### src/design/pod_pkg.sv
// ----------------------------------------------------------------------------
// pod_pkg
// Shared types, constants and pattern functions for the 2bpp ordered dither.
// ----------------------------------------------------------------------------
package pod_pkg;

    localparam int PALETTE_ENTRIES_DEF = 256;
    localparam int GRAY_LEVELS         = 49;
    localparam int IDX_W               = 8;
    localparam int LEVEL_W             = 6;

    localparam logic [15:0] LUMA_R_W = 16'd19595;
    localparam logic [15:0] LUMA_G_W = 16'd38470;
    localparam logic [15:0] LUMA_B_W = 16'd7471;

    localparam logic [7:0] MASK_HI_NIB = 8'hf0;
    localparam logic [7:0] MASK_LO_NIB = 8'h0f;
    localparam logic [7:0] MASK_COL0   = 8'hc0;
    localparam logic [7:0] MASK_COL1   = 8'h30;
    localparam logic [7:0] MASK_COL2   = 8'h0c;
    localparam logic [7:0] MASK_COL3   = 8'h03;

    localparam logic FUNC_LOAD  = 1'b0;
    localparam logic FUNC_PIXEL = 1'b1;

    localparam logic [1:0] MODE_ROW4 = 2'd0;
    localparam logic [1:0] MODE_PAIR = 2'd1;
    localparam logic [1:0] MODE_QUAD = 2'd2;

    localparam logic [1:0] CELL_X [16] = '{2'd0, 2'd2, 2'd2, 2'd0, 2'd1, 2'd3, 2'd3, 2'd1,
                                           2'd1, 2'd3, 2'd3, 2'd1, 2'd0, 2'd2, 2'd2, 2'd0};
    localparam logic [1:0] CELL_Y [16] = '{2'd0, 2'd2, 2'd0, 2'd2, 2'd1, 2'd3, 2'd1, 2'd3,
                                           2'd0, 2'd2, 2'd0, 2'd2, 2'd1, 2'd3, 2'd1, 2'd3};

    typedef struct packed {
        logic       func;
        logic [7:0] entry_index;
        logic [7:0] red;
        logic [7:0] green;
        logic [7:0] blue;
        logic [7:0] pixel_a;
        logic [7:0] pixel_b;
        logic [7:0] pixel_c;
        logic [7:0] pixel_d;
        logic [1:0] line_phase;
    } pod_in_t;

    typedef struct packed {
        logic [7:0] out_byte;
        logic       last;
    } pod_out_t;

    typedef struct packed {
        logic s1;
        logic s2;
        logic s3;
    } pod_adv_t;

    typedef struct packed {
        logic               en;
        logic [IDX_W-1:0]   index;
        logic [LEVEL_W-1:0] level;
    } pod_wr_t;

    function automatic logic [LEVEL_W-1:0] default_level(input logic [IDX_W-1:0] idx);
        logic [13:0] prod;
        prod = 14'(idx) * 14'(GRAY_LEVELS);
        return prod[13:8];
    endfunction

    function automatic logic [3:0][7:0] pattern_rows(input logic [LEVEL_W-1:0] level);
        logic [LEVEL_W-1:0] lv;
        logic [LEVEL_W-1:0] lm1;
        logic [1:0]         g;
        logic [3:0]         o;
        logic [1:0]         v;
        logic [3:0][7:0]    rows;
        rows = '0;
        lv   = (level > LEVEL_W'(GRAY_LEVELS - 1)) ? LEVEL_W'(GRAY_LEVELS - 1) : level;
        lm1  = lv - LEVEL_W'(1);
        g    = lm1[5:4] + 2'd1;
        o    = lm1[3:0];
        if (lv != '0)
        begin
            for (int k = 0; k < 16; k++)
            begin
                v = (4'(k) <= o) ? g : g - 2'd1;
                rows[CELL_Y[k]][2*CELL_X[k] +: 2] = v;
            end
        end
        return rows;
    endfunction

endpackage

### src/design/pod_luma.sv
// ----------------------------------------------------------------------------
// pod_luma
// Three-stage RGB to gray level conversion: weight products, sum, scale.
// ----------------------------------------------------------------------------
module pod_luma
(
    input  logic                        clk,
    input  pod_pkg::pod_adv_t           adv,
    input  logic [7:0]                  red,
    input  logic [7:0]                  green,
    input  logic [7:0]                  blue,
    output logic [pod_pkg::LEVEL_W-1:0] level
);

    logic [22:0]                 pr_reg;
    logic [23:0]                 pg_reg;
    logic [20:0]                 pb_reg;
    logic [23:0]                 y_reg;
    logic [23:0]                 y_next;
    logic [29:0]                 scaled;
    logic [pod_pkg::LEVEL_W-1:0] level_reg;
    logic [pod_pkg::LEVEL_W-1:0] level_next;

    assign y_next = 24'(pr_reg) + pg_reg + 24'(pb_reg);
    assign scaled = 30'(y_reg) * 30'(pod_pkg::GRAY_LEVELS);

    always_comb
    begin
        if (scaled[29:24] > pod_pkg::LEVEL_W'(pod_pkg::GRAY_LEVELS - 1))
            level_next = pod_pkg::LEVEL_W'(pod_pkg::GRAY_LEVELS - 1);
        else
            level_next = scaled[29:24];
    end

    always_ff @(posedge clk)
    begin
        if (adv.s1)
        begin
            pr_reg <= 23'(24'(red) * 24'(pod_pkg::LUMA_R_W));
            pg_reg <= 24'(green) * 24'(pod_pkg::LUMA_G_W);
            pb_reg <= 21'(24'(blue) * 24'(pod_pkg::LUMA_B_W));
        end
        if (adv.s2)
            y_reg <= y_next;
        if (adv.s3)
            level_reg <= level_next;
    end

    assign level = level_reg;

endmodule

### config.mk
export PLATFORM = sky130hd
export DESIGN_NAME = pod_luma
export DESIGN_NICKNAME = d
export VERILOG_FILES = /design/src/design/pod_pkg.sv /design/src/design/pod_luma.sv
export SDC_FILE = /design/constraint.sdc
export NUM_CORES = 1
export LEC_CHECK = 0
export ABC_AREA = 1
export BUFFER_PORTS_ARGS = -buffer_cell sky130_fd_sc_hd__buf_2
export CAP_MARGIN = 15
export CORE_MARGIN = 2
export CORE_UTILIZATION = 50
export CTS_CLUSTER_SIZE = 28
export DETAILED_ROUTE_END_ITERATION = 10
export GPL_TIMING_DRIVEN = 0
export PLACE_DENSITY = 0.69
export SETUP_SLACK_MARGIN = 0.15
export SKIP_LAST_GASP = 1
export SLEW_MARGIN = 20
export SYNTH_ARGS = -nofsm -noshare
export SYNTH_HDL_FRONTEND = slang
export SYNTH_SLANG_ARGS = --single-unit
### constraint.sdc
create_clock -name clk -period 4.55 [get_ports clk]
set_input_delay 0.91 -clock clk [delete_from_list [all_inputs] [get_ports clk]]
set_output_delay 0.91 -clock clk [all_outputs]
set_load 0.1 [all_outputs]
After elaboration in Yosys (flattened, before gate mapping)
Cells that the tools add are included.
{ "word_totals": {"regBits": 97, "in_bits": 28, "elab_cells": 12} }
{ "op_classes": {"addsub": 2, "multipliers": 4, "n_lt_le_gt_ge": 1} }
{ "op_table": {"columns": ["op", "count"], "rows": [
  ["8-bit by 15-bit multiplier with 23-bit output, second input constant", 2],
  ["24-bit by 6-bit multiplier with 30-bit output, second input constant", 1],
  ["23-bit by 24-bit adder with 24-bit output", 1],
  ["24-bit by 21-bit adder with 24-bit output", 1],
  ["8-bit by 13-bit multiplier with 21-bit output, second input constant", 1],
  ["6-bit > comparator, second input constant", 1]
]} }

Longest topological paths before layout
{ "logic_depth": {"word_depth": 2, "mapped_depth": 19, "mapped_depth_nobuf": 19} }

Least setup slack after synthesis
No wires, ideal clock.
{ "synth_path": {"path_type": "input to register", "from": "input port blue[5]", "to": "register pb_reg[17] (data pin)", "setup_ns": 0.259, "arrival_ns": 4.221, "t_required_ns": 4.291, "path_slack_ns": 0.070, "path_stages": 16, "path_cell_list": "fa_1 fa_1 fa_1 inv_1 fa_1 inv_1 ha_1 nand2_1 inv_1 a21oi_1 o21ai_1 nand2_1 nand2_1 nand2_1 nand2_1 xor2_1"} }
{ "synth_between": {"elab_chain_len": 1} }
{ "synth_lines": {"columns": ["item", "line", "rtl"], "rows": [
  ["start: declaration", "pod_luma.sv:11", "input logic [7:0] blue,"],
  ["8-bit by 13-bit multiplier with 21-bit output", "pod_luma.sv:41", "pb_reg <= 21'(24'(blue) * 24'(pod_pkg::LUMA_B_W));"],
  ["end signal: assignment", "pod_luma.sv:41", null],
  ["end: declaration", "pod_luma.sv:17", "logic [20:0] pb_reg;"]
]} }
Every way passes these cells.
A chain may end at the register's enable or synchronous reset.

Worst setup path in the final report
{ "layout_path": {"from": "input port blue[5]", "to": "register pb_reg[18] (data pin)"} }
Same word-level chain as after synthesis.

==> summary.md <==
| Metric | Value |
|---|---|
| Core area | `around 0.025 mm2` |
| Tightest Pin Transition | `~0.86 ns` |
| Clock transition at path regs | `about 0.070 ns` |
| CP most frequent cell | `fa_1` |
| Ports | `34` |
| RSZ-0062 raised after global routing | `true` |
| Required @ worst endpoint | `approximately 4.7 ns` |
| Via count of the first global-routing pass | `between 9,000 and 10,000` |
| Wire per inst | `14.5 um` |
| Pre-antenna DRT Iters | `4` |
| Initial antenna violation count | `0` |
| Fin. max-slew vios | `0` |
| DP HPWL | `23.1 mm` |
| Number of flops mapped to enable cells by yosys | `97` |
| Max reg flops | `24` |
| Slowest stage delay, CP | `slightly above 0.6 ns` |
| Synth warnings | `0` |
| Reg2Reg Depth | `16` |
| Synthesized cell area | `roughly 0.013 mm2` |
| Fin nets | `between 1,500 and 2,000` |
| # hold bufs at CTS | `0` |
| Total clock buffers created by CTS | `9` |
| Total GRT Usage | `20.7%` |
| Worst Hold Class | `register to register` |
| Critical Path Start | `blue[5]` |
| Fin crit period | `~4.3 ns` |
| Synthesis-to-finish area growth | `7.65%` |
| Drt drc | `0` |
| R2R setup slack | `about 1.3 ns` |
| I/O Buffers | `33` |
| Setup violations, final | `0` |
| Routed Antenna Nets | `0` |
| ANT cells | `0` |
| Syn Area/Cell | `around 9 um2` |
| H-tree depth | `3` |
| Endpoints failing hold | `0` |
| Largest net degree at the start of global routing | `68` |
| Max Fclk | `231 MHz` |
| Die Area | `around 0.027 mm2` |
| Root Buffer | `clkbuf_16` |
| Distinct cell type count after synthesis | `37` |
| Filler cell count | `~2,300` |
| Post-synth top area share | `26.8%` |
| Yosys top cell by area | `ha_1` |
| Post-synthesis async set-or-reset flop share | `0%` |
| Syn Inst Count | `1,434` |
| TritonCTS clock tree | `done` |
| Crit path max fanout | `6` |
| CP arrival | `approximately 4.4 ns` |
| Top cells by area, synth | `ha_1 27%, edfxtp_1 23%, fa_1 16%` |
| Critical path type | `input port to register` |
| Crit path launch type | `input port` |
| First-pass GRT wire length | `44.1 mm` |
| DRT iter0 DRCs | `roughly 430` |
| Vias per cell | `approximately 5.2` |
| Clock skew | `between 0.01 and 0.015 ns` |
| Setup crit end kind | `register` |
| Hold_ws | `between 0.5 and 0.6 ns` |
| Total clock sinks | `97` |
| Mapped Nets | `between 1,500 and 2,000` |
| Initial Util | `approximately 50%` |
| Setup crit end | `pb_reg[18]` |
| Critical path, cell by cell | `buf_2 -> fa_2 -> fa_1 -> fa_1 -> inv_1 -> fa_1 -> inv_1 -> ha_4 -> a21oi_2 -> o21ai_1 -> nand2_1 -> nand3_1 -> nand3_1 -> o211ai_1 -> xor2_1` |
| Worst slew margin | `42.9%` |
| #FFs+latches synth | `97` |
| Worst reg2reg startpoint | `y_reg[18]` |
| Ys flop type | `edfxtp_1` |
| Routability cong. | `roughly 0.90` |
| Total overflow reported by the global router | `0` |
| Tcrit/Tclk final | `95.0%` |
| Vias | `about 9,400` |
| Clk_lat worst skew | `between 0.3 and 0.4 ns` |
| DIE WIDTH | `about 160 um` |
| Layout cell share with drive strength beyond 1 | `5.99%` |
| Outcome | `finished, final reports clean` |
| CP max stage cell | `fa_2` |
| Cell Rows | `58` |
| Final WL | `between 20 and 30 mm` |
| Most frequent cells after synthesis | `276 x ha_1, 276 x nand2_1, 266 x inv_1` |
| Longest Clk Path Bufs | `2` |
| DIE HEIGHT | `between 150 and 200 um` |
| Reg2reg end | `level[1]` |
| Max_cap viols | `0` |
| Register area share after synthesis | `22.6%` |
[worst min-delay path by stage]
stage                to       from  cells after the start  slack [ns]
6_report       y_reg[0]  pr_reg[0]                      1        0.57
3_5_place_dp   y_reg[0]  pr_reg[0]                      1        0.56
2_1_floorplan  y_reg[0]  pb_reg[0]                      1        0.51
4_1_cts        y_reg[0]  pr_reg[0]                      1        0.58
5_1_grt        y_reg[0]  pr_reg[0]                      1        0.59
3_3_place_gp   y_reg[0]  pr_reg[0]                      1        0.55
[layer usage]
| layer | track usage (%) | wire length, um | vias to the layer above |
|---|---|---|---|
| li1 | - | - | 4822 |
| met1 | 26.5 | 12000 | 4413 |
| met2 | 37.6 | 13400 | 100 |
| met3 | 2.36 | 528 | 27 |
| met4 | 4.74 | 393 | 0 |
| met5 | 0 | 0 | - |
[what timing repair did]
| item | in CTS | in global routing |
|---|---|---|
| endpoints found under the setup margin | 0 | 12 |
| setup buffers | 0 | 3 |
| gates resized for setup | 0 | 16 |
[metrics by stage]
stage / area [um2] / setup WS [ns] / cells / TNS (ns) / util (%)
2_1_floorplan: 12900 / 0.222 / 1434 / 0 / -
3_3_place_gp: 13500 / -0.224 / 1797 / -1.00 / 53.3
3_5_place_dp: 13500 / -0.227 / 1797 / -1.15 / 53.3
4_1_cts: 13800 / 0.151 / 1813 / 0 / 54.5
5_1_grt: 13800 / 0.0608 / 1816 / 0 / 54.8
6_report: 13800 / 0.227 / 1816 / 0 / 54.8
[layout make-up]
cell class,instances,area (um2),share of cell area (%)
repair buffers,36,193,1.39
plain buffers,1,3.75,0.0271
flip-flops and latches,97,2910,21.0
clock buffers,9,225,1.63
multi-input cells,1068,9020,65.1
inverters,268,1010,7.26
well taps,330,413,2.98
clock inverters,7,73.8,0.533
[placed cells by master (no fill, tap or decap), types with 3 or more instances in the layout]
cell,netlist,final
a21o_1,10,10
a21oi_2,0,5
a211oi_1,3,3
clkbuf_16,0,9
ha_1,276,274
nor3_1,10,9
fa_1,101,99
buf_4,0,4
nor2_1,82,82
o21bai_1,11,11
a21oi_1,88,83
xnor2_1,22,22
o21ai_0,28,25
inv_6,0,4
nand4_1,15,15
inv_1,266,266
a21boi_0,3,3
o21ai_2,2,4
nor2_2,5,5
edfxtp_1,97,97
nand2_1,276,276
nand3_1,49,49
nand3b_1,3,3
buf_2,0,31
o21ai_1,5,6
nand2_2,7,7
xor2_1,52,52
[critical path: cells and delay by family]
kind | cells | cell delay (ns)
compound gates | 3 | 0.37
xor+xnor | 1 | 0.17
fa+ha+maj | 5 | 2.39
buf+inv | 3 | 0.28
simple gates | 3 | 0.28
[cell families after synthesis]
kind of cell               synth area share (%)
and+or+nand+nor                            14.8
adders and majority gates                  42.6
buffers and inverters                      7.85
AOI/OAI and AO/OA                          7.11
DFF                                        22.6
xor gates and xnor gates                   5.04
Power is left out: the tool's default activity adds up to more than one toggle a clock period on the data nets, which glitch-free logic cannot reach.
