--- config.mk ---
export PLATFORM = sky130hd
export DESIGN_NAME = pod_lane
export DESIGN_NICKNAME = d
export VERILOG_FILES = /design/src/design/pod_pkg.sv /design/src/design/pod_lane.sv
export SDC_FILE = /design/constraint.sdc
export NUM_CORES = 1
export LEC_CHECK = 0
export BUFFER_PORTS_ARGS = -buffer_cell sky130_fd_sc_hd__buf_2
export CAP_MARGIN = 20
export CORE_MARGIN = 4
export CORE_UTILIZATION = 35
export DETAILED_ROUTE_END_ITERATION = 10
export PLACE_DENSITY_LB_ADDON = 0.12
export SLEW_MARGIN = 10
export SYNTH_ARGS = -nofsm -noshare
export SYNTH_HDL_FRONTEND = slang
export SYNTH_SLANG_ARGS = --single-unit
--- constraint.sdc ---
create_clock -name clk -period 5.2 [get_ports clk]
set_input_delay 0.26 -clock clk [delete_from_list [all_inputs] [get_ports clk]]
set_output_delay 0.26 -clock clk [all_outputs]
set_load 0.02 [all_outputs]
--- src/design/pod_pkg.sv ---
// ----------------------------------------------------------------------------
// pod_pkg
// Shared types, constants and pattern functions for the 2bpp ordered dither.
// ----------------------------------------------------------------------------
package pod_pkg;

    localparam int PALETTE_ENTRIES_DEF = 256;
    localparam int GRAY_LEVELS         = 49;
    localparam int IDX_W               = 8;
    localparam int LEVEL_W             = 6;

    localparam logic [15:0] LUMA_R_W = 16'd19595;
    localparam logic [15:0] LUMA_G_W = 16'd38470;
    localparam logic [15:0] LUMA_B_W = 16'd7471;

    localparam logic [7:0] MASK_HI_NIB = 8'hf0;
    localparam logic [7:0] MASK_LO_NIB = 8'h0f;
    localparam logic [7:0] MASK_COL0   = 8'hc0;
    localparam logic [7:0] MASK_COL1   = 8'h30;
    localparam logic [7:0] MASK_COL2   = 8'h0c;
    localparam logic [7:0] MASK_COL3   = 8'h03;

    localparam logic FUNC_LOAD  = 1'b0;
    localparam logic FUNC_PIXEL = 1'b1;

    localparam logic [1:0] MODE_ROW4 = 2'd0;
    localparam logic [1:0] MODE_PAIR = 2'd1;
    localparam logic [1:0] MODE_QUAD = 2'd2;

    localparam logic [1:0] CELL_X [16] = '{2'd0, 2'd2, 2'd2, 2'd0, 2'd1, 2'd3, 2'd3, 2'd1,
                                           2'd1, 2'd3, 2'd3, 2'd1, 2'd0, 2'd2, 2'd2, 2'd0};
    localparam logic [1:0] CELL_Y [16] = '{2'd0, 2'd2, 2'd0, 2'd2, 2'd1, 2'd3, 2'd1, 2'd3,
                                           2'd0, 2'd2, 2'd0, 2'd2, 2'd1, 2'd3, 2'd1, 2'd3};

    typedef struct packed {
        logic       func;
        logic [7:0] entry_index;
        logic [7:0] red;
        logic [7:0] green;
        logic [7:0] blue;
        logic [7:0] pixel_a;
        logic [7:0] pixel_b;
        logic [7:0] pixel_c;
        logic [7:0] pixel_d;
        logic [1:0] line_phase;
    } pod_in_t;

    typedef struct packed {
        logic [7:0] out_byte;
        logic       last;
    } pod_out_t;

    typedef struct packed {
        logic s1;
        logic s2;
        logic s3;
    } pod_adv_t;

    typedef struct packed {
        logic               en;
        logic [IDX_W-1:0]   index;
        logic [LEVEL_W-1:0] level;
    } pod_wr_t;

    function automatic logic [LEVEL_W-1:0] default_level(input logic [IDX_W-1:0] idx);
        logic [13:0] prod;
        prod = 14'(idx) * 14'(GRAY_LEVELS);
        return prod[13:8];
    endfunction

    function automatic logic [3:0][7:0] pattern_rows(input logic [LEVEL_W-1:0] level);
        logic [LEVEL_W-1:0] lv;
        logic [LEVEL_W-1:0] lm1;
        logic [1:0]         g;
        logic [3:0]         o;
        logic [1:0]         v;
        logic [3:0][7:0]    rows;
        rows = '0;
        lv   = (level > LEVEL_W'(GRAY_LEVELS - 1)) ? LEVEL_W'(GRAY_LEVELS - 1) : level;
        lm1  = lv - LEVEL_W'(1);
        g    = lm1[5:4] + 2'd1;
        o    = lm1[3:0];
        if (lv != '0)
        begin
            for (int k = 0; k < 16; k++)
            begin
                v = (4'(k) <= o) ? g : g - 2'd1;
                rows[CELL_Y[k]][2*CELL_X[k] +: 2] = v;
            end
        end
        return rows;
    endfunction

endpackage

--- src/design/pod_lane.sv ---
// ----------------------------------------------------------------------------
// pod_lane
// One lookup lane: palette gray-level copy with registered read.
// ----------------------------------------------------------------------------
module pod_lane
#(
    parameter int PALETTE_ENTRIES = pod_pkg::PALETTE_ENTRIES_DEF
)
(
    input  logic                        clk,
    input  pod_pkg::pod_wr_t            wr,
    input  logic [PALETTE_ENTRIES-1:0]  filled,
    input  logic                        rd_en,
    input  logic [pod_pkg::IDX_W-1:0]   rd_index,
    output logic [pod_pkg::LEVEL_W-1:0] level
);

    localparam int AW = $clog2(PALETTE_ENTRIES);

    logic [pod_pkg::LEVEL_W-1:0] mem_reg [PALETTE_ENTRIES];
    logic [pod_pkg::LEVEL_W-1:0] q_reg;
    logic [pod_pkg::LEVEL_W-1:0] dflt_reg;
    logic                        hit_reg;
    logic                        range_reg;
    logic                        in_range;

    assign in_range = {1'b0, rd_index} < (pod_pkg::IDX_W + 1)'(PALETTE_ENTRIES);

    always_ff @(posedge clk)
    begin
        if (wr.en)
            mem_reg[wr.index[AW-1:0]] <= wr.level;
    end

    always_ff @(posedge clk)
    begin
        if (rd_en)
        begin
            q_reg     <= mem_reg[rd_index[AW-1:0]];
            dflt_reg  <= pod_pkg::default_level(rd_index);
            hit_reg   <= in_range ? filled[rd_index[AW-1:0]] : 1'b0;
            range_reg <= in_range;
        end
    end

    assign level = !range_reg ? '0 : (hit_reg ? q_reg : dflt_reg);

endmodule

After elaboration in Yosys (flattened, before gate mapping) --
Memories as Yosys holds them, arrays and structs flattened. A register that Yosys moved wholly into a read port is not among the register bits. Cells that the tools add are included.
Word-level totals: bits in registers 7, output and inout port bits 6, bits in writable memories 1536, memories kept 1, word-level logic and storage cells 10
Operators by class: multiply operators 1, magnitude comparators 1, muxes and demuxes 5
Memories:
- mem_reg | words 256, bits a word 6, rd ports 1, clocked after Yosys merged registers in 1, write ports 1, RTL line pod_lane.sv:20 | logic [pod_pkg::LEVEL_W-1:0] mem_reg [PALETTE_ENTRIES];
Operator list (count):
- $mul A8 B6 Y14 const B | 1
- $lt A8 B9 Y1 const B | 1
- $bmux W1 S8 | 1
- $mux W6 | 1
- $mux W1 | 3

Logic depth before layout (Yosys ltp) --
depth in word-level cells 2, mapped depth 12, gate-level depth less buffers 12

Worst setup path before layout --
Ideal clock, no wire load.
path kind input port to flip-flop, from input rd_index[2] in the netlist's numbering, to register dflt_reg[4] in the netlist's numbering, data pin, data arrival time 2608 ps, stages on the path 10, setup slack 2322 ps, cell sequence ha_1 > fa_1 > ha_1 > ha_1 > and3_1 > a31oi_1 > o21bai_1 > a21oi_1 > o21ai_0 > xor2_1
Between the ends: word-level cells in the longest chain between the ends 1
RTL lines:
- start: declaration | RTL line pod_lane.sv:14 | input logic [pod_pkg::IDX_W-1:0] rd_index,
- $mul A8 B6 Y14 | RTL line pod_pkg.sv:67 | prod = 14'(idx) * 14'(GRAY_LEVELS);
- end signal: assignment | RTL line pod_lane.sv:40 | dflt_reg <= pod_pkg::default_level(rd_index);
- end: declaration | RTL line pod_lane.sv:22 | logic [pod_pkg::LEVEL_W-1:0] dflt_reg;
No other way between the ends. A chain may end at the register's enable or synchronous reset.

==> run_results.csv <==
group,metric,value,unit
run_status,status,"finished clean",
logic_synthesis,syn-num-nets,3394,
sta,finalSetupTns,0,ns
cts,htreeDepth,4,
finish,nNetsFinal,3726,
floorplanning,die_w,432.4,um
critical_path,required,5.73,ns
critical_path,worstPathArrival,3.65,ns
power,peakVddDrop,0.2993,mV
critical_path,worst-path-max-fanout,50,
place,gp_congestion,0.8115,
route,routed_wl,182500,um
logic_synthesis,avgSynthCellArea,20.44,um2
sta,finClkSkew,0.03885,ns
cts,clk_path_buf_depth,3,
sta,tightest_slew,1.214,ns
power,power_density,369.6,nW/um2
critical_path,cp-end-kind,"flip-flop",
finish,fillers,15913,
grt,grt_overflow_total,0,
power,p_clk_share,41.9,%
logic_synthesis,synth_seq_cells,1549,
cts,clock-sinks,1549,
logic_synthesis,synth_edf_count,1549,
sta,hold_violations,0,
critical_path,startpoint_type,"input pin",
floorplanning,placementRows,155,
sta,setup_viol,0,
grt,grt_max_degree,133,
floorplanning,ioPinCount,287,
place,port_buffers,286,
finish,synthToLayoutAreaGrowth,14.75,%
logic_synthesis,netlist_area,63050,um2
cts,cts_root_buf,"clkbuf_16",
grt,antenna_found_initial,18,
flow_run,maxCapViolations,0,
sta,rsz0062_at_grt,"no",
route,wl_per_cell,30.93,um
cts,clk_pin_slew_worst_paths,0.05,ns
critical_path,path_class,"input pin to flip-flop",
sta,fmax,0.3205,GHz
cts,ctsResizeCount,0,
route,postRouteAntennaNets,0,
finish,postLayoutCoreUtil,40.46,%
sta,slew_violations,0,
floorplanning,core,178800,um2
critical_path,slowest_delay,0.59,ns
route,viasPerCell,5.474,
sta,maxSlewHeadroom,18.79,%
grt,grt_pass1_wl,257800,um
power,p_int,20700,uW
logic_synthesis,ys_seq_area_share,73.78,%
logic_synthesis,yosysUniqueCellTypes,56,
cts,numCtsBuffers,166,
critical_path,path_cells,"buf_8 -> buf_4 -> or3b_1 -> buf_4 -> o221ai_1 -> a211oi_1 -> a31oi_1 -> a31oi_1 -> nand3_1",
floorplanning,dieArea,187000,um2
sta,fin_crit,3.120,ns
power,seq_power_share,51.6,%
critical_path,slowest_stage,"or3b_1",
logic_synthesis,yosysWarningCount,0,
sta,fin_crit_sh,60.00,%
cts,clkLatencyLatePin,0.81,ns
logic_synthesis,synth-main-ff-cell,"edfxtp_1",
cts,cts_tree,"done",
logic_synthesis,syn-instance-count,3085,
logic_synthesis,async_reset_ff_share,0,%
route,drtIter0Drc,3006,
cts,cts_setup_buffers,0,
route,drt-pass1-iter-count,7,
power,power.leakage,0.02287,uW
floorplanning,start_util,35.26,%
route,drc,0,
finish,drive_gt1_share,29.49,%
finish,largest_reg_flops,1536,
power,power.net_switching,6045,uW
grt,grt_pass1_vias,34132,
worst_hold_path,min_path_type,"input pin to flip-flop",
power,p_sw_share,22.60,%
floorplanning,fp.dieH,432.4,um
grt,grt_usage,19.40,%
route,via_count,32295,
power,power_frac_comb,6.5,%
place,dp_hpwl,116800,um
[layout make-up]
| type | instances | area (um2) | area share [%] |
|---|---|---|---|
| Inverter | 11 | 41.29 | 0.05707 |
| Multi-Input combinational cell | 1320 | 15440 | 21.35 |
| Tap cell | 2355 | 2947 | 4.073 |
| Clock inverter | 95 | 859.6 | 1.188 |
| Timing Repair Buffer | 369 | 2256 | 3.118 |
| Antenna cell | 2 | 5.005 | 0.006918 |
| Clock buffer | 199 | 4278 | 5.913 |
| Sequential cell | 1549 | 46510 | 64.30 |
[synthesized netlist by cell type (9+ instances only)]
cell	count	area, um2
a221oi_1	13	113.9
inv_1	11	41.29
a211oi_1	15	112.6
nor2_1	280	1051
nand2_1	45	168.9
edfxtp_1	1549	46510
a22o_1	15	131.4
o22ai_1	37	231.5
nand4_1	15	93.84
buf_6	13	146.4
buf_2	59	295.3
a2111oi_0	11	96.34
ha_1	26	325.3
a21oi_1	16	80.08
buf_4	28	210.2
buf_1	9	33.78
nor2b_1	18	112.6
mux2i_1	151	1511
a31oi_1	19	118.9
nand3_1	40	200.2
o221ai_1	20	175.2
clkbuf_1	94	352.8
mux2_2	32	360.4
mux4_2	409	9211
o211ai_1	12	90.09
o21ai_0	13	65.06
a22oi_1	57	427.9
[per-stage QoR]
step | total power (uW) | hold WS [ns] | instance area [um2] | setup WS [ns] | std cells
after floorplan | 14980 | 0.3589 | 63050 | 2.322 | 3085
final | 26740 | 0.08456 | 72340 | 2.080 | 5900
after detailed placement | 15830 | 0.7471 | 67180 | 1.181 | 5602
after CTS | 27030 | 0.03639 | 72340 | 2.049 | 5898
after global routing | 27650 | 0.05833 | 72340 | 1.968 | 5898
after global placement | 15810 | 0.7412 | 67180 | 1.222 | 5601
[cells by family (layout without fill, tap and decap cells)]
kind of cell | count (synthesis) | in the layout | synth area share [%]
flip-flops | 1549 | 1549 | 73.78
multiplexers | 599 | 599 | 17.87
AND/OR/NAND/NOR | 437 | 437 | 3.024
other | 0 | 2 | 0
buffers and inverters | 216 | 674 | 1.776
XOR/XNOR | 6 | 6 | 0.08337
AO/OA/AOI/OAI | 250 | 250 | 2.889
adder cells (fa/ha/maj) | 28 | 28 | 0.5795
[cell usage in the layout (no fill, tap or decap), types with 5 or more instances in the layout]
cell	count
a22o_1	15
clkbuf_1	33
bufinv_16	7
clkbuf_16	166
o21ai_0	13
nand3_1	40
nand2b_1	5
edfxtp_1	1549
buf_12	9
ha_1	26
nor2_1	279
o221ai_1	20
clkinv_1	37
a31oi_1	19
a221oi_1	13
mux4_1	7
clkinvlp_4	7
nor2b_1	16
mux2_2	32
buf_4	71
nand2_1	44
clkbuf_8	7
buf_2	276
mux2i_1	151
a21oi_1	16
clkinv_16	5
a22oi_1	57
a211oi_1	15
inv_1	11
clkinv_2	28
mux4_2	409
o22ai_1	37
o211ai_1	12
clkinv_8	5
nand4_1	15
a2111oi_0	10
[worst max-delay path, delay by kind of cell]
kind / cells / cell delay (ns)
AO/OA/AOI/OAI: 4 / 1.39
buffers and inverters: 3 / 1.20
AND/OR/NAND/NOR: 2 / 0.73
[routing by layer]
layer | global-route usage (%) | part of all wire (%) | vias up
li1 | - | - | 13610
met1 | 26.13 | 42 | 17393
met2 | 32.70 | 50 | 1045
met3 | 3.246 | 5.4 | 247
met4 | 5.246 | 2.5 | 0
met5 | 0 | 0 | -
[worst paths after layout]
| path | to | cells past startpoint | startpoint | slack [ns] |
|---|---|---|---|---|
| min | mem_reg[222][2] | 1 | wr[2] | 0.08 |
| max | q_reg[1] | 9 | rd_index[0] | 2.08 |
| max reg2reg | q_reg[4] | 6 | mem_reg[103][4] | 2.45 |
| min reg2reg | q_reg[1] | 3 | mem_reg[182][1] | 1.08 |
[power by group through the flow]
| stage | Clock (uW) | Sequential, uW | Combinational (uW) |
|---|---|---|---|
| after floorplan | 0 | 14100 | 913 |
| after global placement | 0 | 14100 | 1740 |
| after detailed placement | 0 | 14100 | 1760 |
| after CTS | 11400 | 13800 | 1770 |
| after global routing | 12000 | 13800 | 1840 |
| final | 11200 | 13800 | 1730 |
[timing repair]
action	4_1_cts	5_1_grt
endpoints found under the hold margin	59	0
endpoints found under the setup margin	0	0
hold buffers	2	0
Power figures use the tool's default switching activity.
